### config.mk
export PLATFORM = sky130hd
export DESIGN_NAME = cocp_ctrl
export DESIGN_NICKNAME = d
export VERILOG_FILES = /design/src/design/circle_outline_canvas_plotter_assert.svh /design/src/design/cocp_pkg.sv /design/src/design/cocp_ctrl.sv
export SDC_FILE = /design/constraint.sdc
export NUM_CORES = 1
export LEC_CHECK = 0
export BUFFER_PORTS_ARGS = -buffer_cell sky130_fd_sc_hd__buf_4
export CORE_AREA = 8 8 45 47
export CTS_BUF_LIST = sky130_fd_sc_hd__clkbuf_8
export DETAILED_ROUTE_END_ITERATION = 10
export DIE_AREA = 0 0 53 55
export GPL_TIMING_DRIVEN = 0
export HOLD_SLACK_MARGIN = 0.1
export PLACE_DENSITY_LB_ADDON = 0.3
export SYNTH_ARGS = -nofsm -noshare
export SYNTH_HDL_FRONTEND = slang
export SYNTH_SLANG_ARGS = --single-unit
### constraint.sdc
create_clock -name clk -period 1.9 [get_ports clk]
set_input_delay 0.38 -clock clk [delete_from_list [all_inputs] [get_ports clk]]
set_output_delay 0.38 -clock clk [all_outputs]
set_load 0.005 [all_outputs]
### src/design/circle_outline_canvas_plotter_assert.svh
// assertion macros used by the plotter datapath
`ifndef CIRCLE_OUTLINE_CANVAS_PLOTTER_ASSERT_SVH
`define CIRCLE_OUTLINE_CANVAS_PLOTTER_ASSERT_SVH
`ifndef SYNTHESIS
`define COCP_ASSERT(lbl, clk, rst_n, prop, msg) \
    lbl: assert property (@(posedge clk) disable iff (!rst_n) prop) else $error(msg);
`define COCP_NEVER(lbl, clk, rst_n, expr, msg) \
    lbl: assert property (@(posedge clk) disable iff (!rst_n) !(expr)) else $error(msg);
`else
`define COCP_ASSERT(lbl, clk, rst_n, prop, msg)
`define COCP_NEVER(lbl, clk, rst_n, expr, msg)
`endif
`endif

### src/design/cocp_pkg.sv
`timescale 1ns / 1ps
package cocp_pkg;

    localparam int CMD_W   = 2;
    localparam int CRD_W   = 16;
    localparam int VAL_W   = 8;
    localparam int CFG_W   = 9;
    localparam int CFG_IDX_W = 1;
    localparam int DIM_W   = 13;
    localparam int PT_W    = 18;
    localparam int RSQ_W   = 32;
    localparam int LIM_W   = 23;
    localparam int REM_W   = 18;
    localparam int SQ_CNT_W = 4;
    localparam int IDX_W   = 3;

    localparam logic [CMD_W-1:0] CMD_DRAW  = 2'd0;
    localparam logic [CMD_W-1:0] CMD_READ  = 2'd1;
    localparam logic [CMD_W-1:0] CMD_CLEAR = 2'd2;

    localparam logic [CFG_IDX_W-1:0] CFG_CANVAS_WIDTH  = 1'b0;
    localparam logic [CFG_IDX_W-1:0] CFG_CANVAS_HEIGHT = 1'b1;

    localparam logic [CFG_W-1:0] CFG_DIM_RESET = 9'd256;

    // loop bound 100*dy < 71*r
    localparam int K_NUM = 71;
    localparam int K_DEN = 100;

    typedef enum logic [1:0] {
        PT_AXIS,
        PT_CIRC,
        PT_READ
    } pt_sel_t;

    typedef struct packed {
        logic    accept;
        logic    draw_init;
        logic    pt_load;
        pt_sel_t pt_sel;
        logic    sqrt_init;
        logic    sqrt_step;
        logic    rd_capture;
        logic    clr_step;
    } cocp_cmd_t;

    typedef struct packed {
        logic axis_last;
        logic circ_last;
        logic loop_go;
        logic sqrt_last;
        logic clr_last;
        logic out_free;
    } cocp_stat_t;

endpackage

### src/design/cocp_ctrl.sv
`timescale 1ns / 1ps
module cocp_ctrl (
    input  logic                       clk,
    input  logic                       rst_n,
    input  logic                       in_valid,
    output logic                       in_ready,
    input  logic [cocp_pkg::CMD_W-1:0] in_cmd,
    input  cocp_pkg::cocp_stat_t       stat,
    output cocp_pkg::cocp_cmd_t        cmd
);
    import cocp_pkg::*;

    typedef enum logic [3:0] {
        S_CLEAR,
        S_IDLE,
        S_DRAW_INIT,
        S_AXIS,
        S_COND,
        S_SQRT,
        S_PLOT,
        S_RD_PT,
        S_RD_MEM,
        S_RD_CAP
    } state_t;

    state_t state_reg, state_next;

    always_comb
    begin
        state_next = state_reg;
        cmd = '0;
        cmd.pt_sel = PT_READ;
        in_ready = 1'b0;
        unique case (state_reg)
            S_CLEAR:
            begin
                cmd.clr_step = 1'b1;
                if (stat.clr_last)
                begin
                    state_next = S_IDLE;
                end
            end
            S_IDLE:
            begin
                in_ready = 1'b1;
                if (in_valid)
                begin
                    cmd.accept = 1'b1;
                    priority if (in_cmd == CMD_DRAW)
                    begin
                        state_next = S_DRAW_INIT;
                    end
                    else if (in_cmd == CMD_READ)
                    begin
                        state_next = S_RD_PT;
                    end
                    else if (in_cmd == CMD_CLEAR)
                    begin
                        state_next = S_CLEAR;
                    end
                    else
                    begin
                        state_next = S_IDLE;
                    end
                end
            end
            S_DRAW_INIT:
            begin
                cmd.draw_init = 1'b1;
                state_next = S_AXIS;
            end
            S_AXIS:
            begin
                cmd.pt_load = 1'b1;
                cmd.pt_sel = PT_AXIS;
                if (stat.axis_last)
                begin
                    state_next = S_COND;
                end
            end
            S_COND:
            begin
                if (stat.loop_go)
                begin
                    cmd.sqrt_init = 1'b1;
                    state_next = S_SQRT;
                end
                else
                begin
                    state_next = S_IDLE;
                end
            end
            S_SQRT:
            begin
                cmd.sqrt_step = 1'b1;
                if (stat.sqrt_last)
                begin
                    state_next = S_PLOT;
                end
            end
            S_PLOT:
            begin
                cmd.pt_load = 1'b1;
                cmd.pt_sel = PT_CIRC;
                if (stat.circ_last)
                begin
                    state_next = S_COND;
                end
            end
            S_RD_PT:
            begin
                cmd.pt_load = 1'b1;
                cmd.pt_sel = PT_READ;
                state_next = S_RD_MEM;
            end
            S_RD_MEM:
            begin
                state_next = S_RD_CAP;
            end
            S_RD_CAP:
            begin
                if (stat.out_free)
                begin
                    cmd.rd_capture = 1'b1;
                    state_next = S_IDLE;
                end
            end
            default:
            begin
                state_next = S_IDLE;
            end
        endcase
    end

    always_ff @(posedge clk or negedge rst_n)
    begin
        if (!rst_n)
        begin
            state_reg <= S_CLEAR;
        end
        else
        begin
            state_reg <= state_next;
        end
    end

endmodule

==> impl_summary.txt <==
----------------------------------------------------
[Yosys]
  Share of synthesized registers carrying an async set or reset ... 100.0%
  Proportion of synthesized chip area in sequential cells ... 22.86%
  Synth Register Bits ... 4
  Synthesized netlist cell count ... 58
  Avg Inst Size Synth ... 7.550 µm²
  Warning count from the yosys run ... 0
  Top_reg_cell synth ... sky130_fd_sc_hd__dfrtp_1
  Share of the synthesized area in the top cell type ... 22.86%
  Synth cell types ... 29
  Syn Std Cell Area ... 437.9 µm²
  Post-Synthesis Net Count ... 69
  Top cell type by total area after synthesis ... sky130_fd_sc_hd__dfrtp_1
  Most area-consuming cells after synthesis ... sky130_fd_sc_hd__dfrtp_1, sky130_fd_sc_hd__nand2b_1, sky130_fd_sc_hd__nor3b_1
  Post-synth EDFFs ... 0

[Finish]
  Fraction of layout instances using a drive strength above 1 ... 37.80%
  Number of flip-flops in the largest register ... 4
  Count of nets after finishing ... 95
  Final instance area ... 670.6 µm²
  Most frequent standard cell in the layout excluding fill and tap cells ... sky130_fd_sc_hd__buf_4
  Most used cells in the layout excluding fill and tap cells ... sky130_fd_sc_hd__buf_4, sky130_fd_sc_hd__nand2_1, sky130_fd_sc_hd__nand2b_1, sky130_fd_sc_hd__o21ai_0
  Final std cells w/o fill ... 98
  Area growth from synthesis to layout ... 53.14%
  ANT cells ... 0

[Critical path]
  Chain of cells forming the critical path ... buf_6, clkbuf_1, nor4_1, buf_4
  Crit path DAT ... 1390 ps
  Critical Setup Path Class ... reg2out
  Critical Path End Type ... primary output
  Crit-path max cell delay ... 360 ps
  Launching instance or port of the critical path ... state_reg[0]$_DFFE_PN0P_
  Reg-to-Reg Start ... state_reg[2]$_DFFE_PN0P_
  Cell with the biggest individual delay on the critical path ... sky130_fd_sc_hd__dfrtp_1
  Required time of the critical path ... 1520 ps
  CP startpoint kind ... flop
  Biggest fanout along the worst timing path ... 10

[STA]
  Fin crit share ... 93.30%
  Slew at the pin with the worst max-slew slack ... 443.6 ps
  Final critical-path required period ... 1773 ps
  Number of hold violations in the final report ... 0
  Unrepaired setup endpoints after global routing ... no
  Final setup violation count ... 0
  Relative slew margins ... 70.12%
  Fin. max-slew vios ... 0
  FMAX ... 564.1 MHz
  Worst clock skew on the final layout ... 5.793 ps
  Post-route worst hold slack ... 477.4 ps
  Setup TNS after final layout ... 0 ps

[Power and ir drop]
  Net Switching ... 0.4445 mW
  Areal power density over the cells ... 1623 nW/µm²
  Peak supply drop ... 1.052 mV
  Internal portion of total power ... 0.6439 mW
  Sequential power share ... 16.6%
  Power share of the clock group ... 16.3%
  Switch share ... 40.84%
  Relative contribution of combinational cells to total power ... 67.1%
  Reported leakage power ... 0.3136 nW

[GRT]
  Largest net degree at the start of global routing ... 11
  Aggregate global routing overflow ... 0
  First-pass GRT wire length ... 1725 µm
  Initial antenna violation count ... 0
  Number of global-route vias before repair ... 442
  Overall track demand over capacity in global routing ... 7.777%

[Route]
  Vias/cell ... 4.980
  DRC ... 0
  Antenna Violating Nets Remaining ... 0
  Mean routed wirelength per cell ... 12.58 µm
  Via count ... 488
  Final Routed Wirelength ... 1233 µm
  Number of DRC violations after detailed-routing iteration 0 ... 10
  Router iterations before antenna repair ... 4

[Placed design]
  Sum of net half-perimeters after detailed placement ... 978 µm
  Cell area after placement ... 608.1 µm²
  Final RePlAce weighted congestion ... 0.7571
  I/O Buffers ... 20
  Cell total after placement ... 94

[Clock network]
  Number of buffers inserted to repair setup after CTS ... 0
  CTS root buf ... sky130_fd_sc_hd__clkbuf_8
  Insertion delay of the later-clocked pin in the worst-skew pair ... 220 ps
  TritonCTS clock tree ... built
  H-tree levels ... 1
  Number of buffers created by CTS ... 3
  Clock transition at the registers of the reported paths ... 30 ps
  Sinks on Clock Net ... 4
  Number of buffers on the longest clock path ... 2

[Outcome]
  Run status ... finished clean

[Die]
  Die span in x ... 53 µm
  Number of primary I/O pins ... 21
  DIE AREA ... 2915 µm²
  Initial Util ... 31.65%
  Die span in y ... 55 µm
  Placeable core region ... 1384 µm²
  Number of placement rows ... 14

[Job]
  Max Cap Violations ... 0

[Worst hold path]
  Worst Hold Launch ... stat[0]
  Min-Delay Path Class ... in2reg

----------------------------------------------------
==> worst paths after layout <==
path,endpoint,slack (ps),depth (start not counted)
worst max-delay path,cmd[0],130,4
worst min-delay path,state_reg[3]$_DFFE_PN0P_,480,4
worst max register to register,state_reg[2]$_DFFE_PN0P_,240,5
worst min register to register,state_reg[3]$_DFFE_PN0P_,740,2
max in group asynchronous,state_reg[2]$_DFFE_PN0P_,1300,2
min in group asynchronous,state_reg[0]$_DFFE_PN0P_,500,2
==> kinds of logic (layout without fill, tap and decap cells) <==
kind of cell    after synthesis  in the layout  synth area share, %
xor+xnor                      1              1                2.000
mux                           2              2                4.857
flops                         4              4                22.86
buf+inv                       6             30                8.285
compound gates               14             14                19.72
simple gates                 31             31                42.29
==> metal layers <==
layer	share of wire, %	vias up	GRT usage, %
met5	0	-	0
met1	44	221	8.563
met2	50	13	13.28
li1	-	254	-
met3	5.8	0	3.209
met4	0	0	2.586
==> worst max-delay path: cells and delay by family, from the launching register on <==
kind	cells	cell delay, ps
buf+inv	3	490
flops	1	360
simple gates	1	320
==> stage by stage <==
step                      power, mW  worst slack, ps  utilization [%]
after CTS                     1.088            12.92            47.65
final                         1.088            127.3            48.46
after detailed placement     0.9039            257.1            43.94
after floorplan              0.6639            412.5                -
after global placement       0.8994            276.2            43.94
after global routing          1.173            1.070            48.46
==> power groups by stage <==
stage / Clock (mW) / Combinational (mW) / Sequential [mW]
finish: 0.177 / 0.731 / 0.180
global route: 0.192 / 0.796 / 0.185
CTS: 0.182 / 0.731 / 0.176
detailed placement: 0 / 0.727 / 0.177
global placement: 0 / 0.724 / 0.176
floorplan: 0 / 0.499 / 0.165
==> Yosys cell counts, types with 2 or more instances <==
| cell type | instances |
|---|---|
| sky130_fd_sc_hd__nor3b_1 | 4 |
| sky130_fd_sc_hd__dfrtp_1 | 4 |
| sky130_fd_sc_hd__nand2_1 | 6 |
| sky130_fd_sc_hd__buf_2 | 2 |
| sky130_fd_sc_hd__o21ai_0 | 5 |
| sky130_fd_sc_hd__nor2b_1 | 3 |
| sky130_fd_sc_hd__nor2_1 | 4 |
| sky130_fd_sc_hd__nand2b_1 | 5 |
| sky130_fd_sc_hd__a21oi_1 | 4 |
| sky130_fd_sc_hd__nor3_1 | 2 |
==> repair_timing <==
action                                  4_1_cts  5_1_grt
hold endpoints to repair                      4        0
endpoints found under the setup margin        0        2
gates resized for setup                       0        2
hold buffers                                  1        0
==> area by class of cell <==
class | count | area (µm²)
sequential | 4 | 100.1
multi-input combinational | 48 | 312.8
tap | 16 | 20.02
clock buffer | 3 | 41.29
buffer | 5 | 32.53
fill | 143 | 713.2
inverter | 1 | 3.754
timing repair buffer | 21 | 160.2
Note: power is estimated with default switching activity, not from simulation.
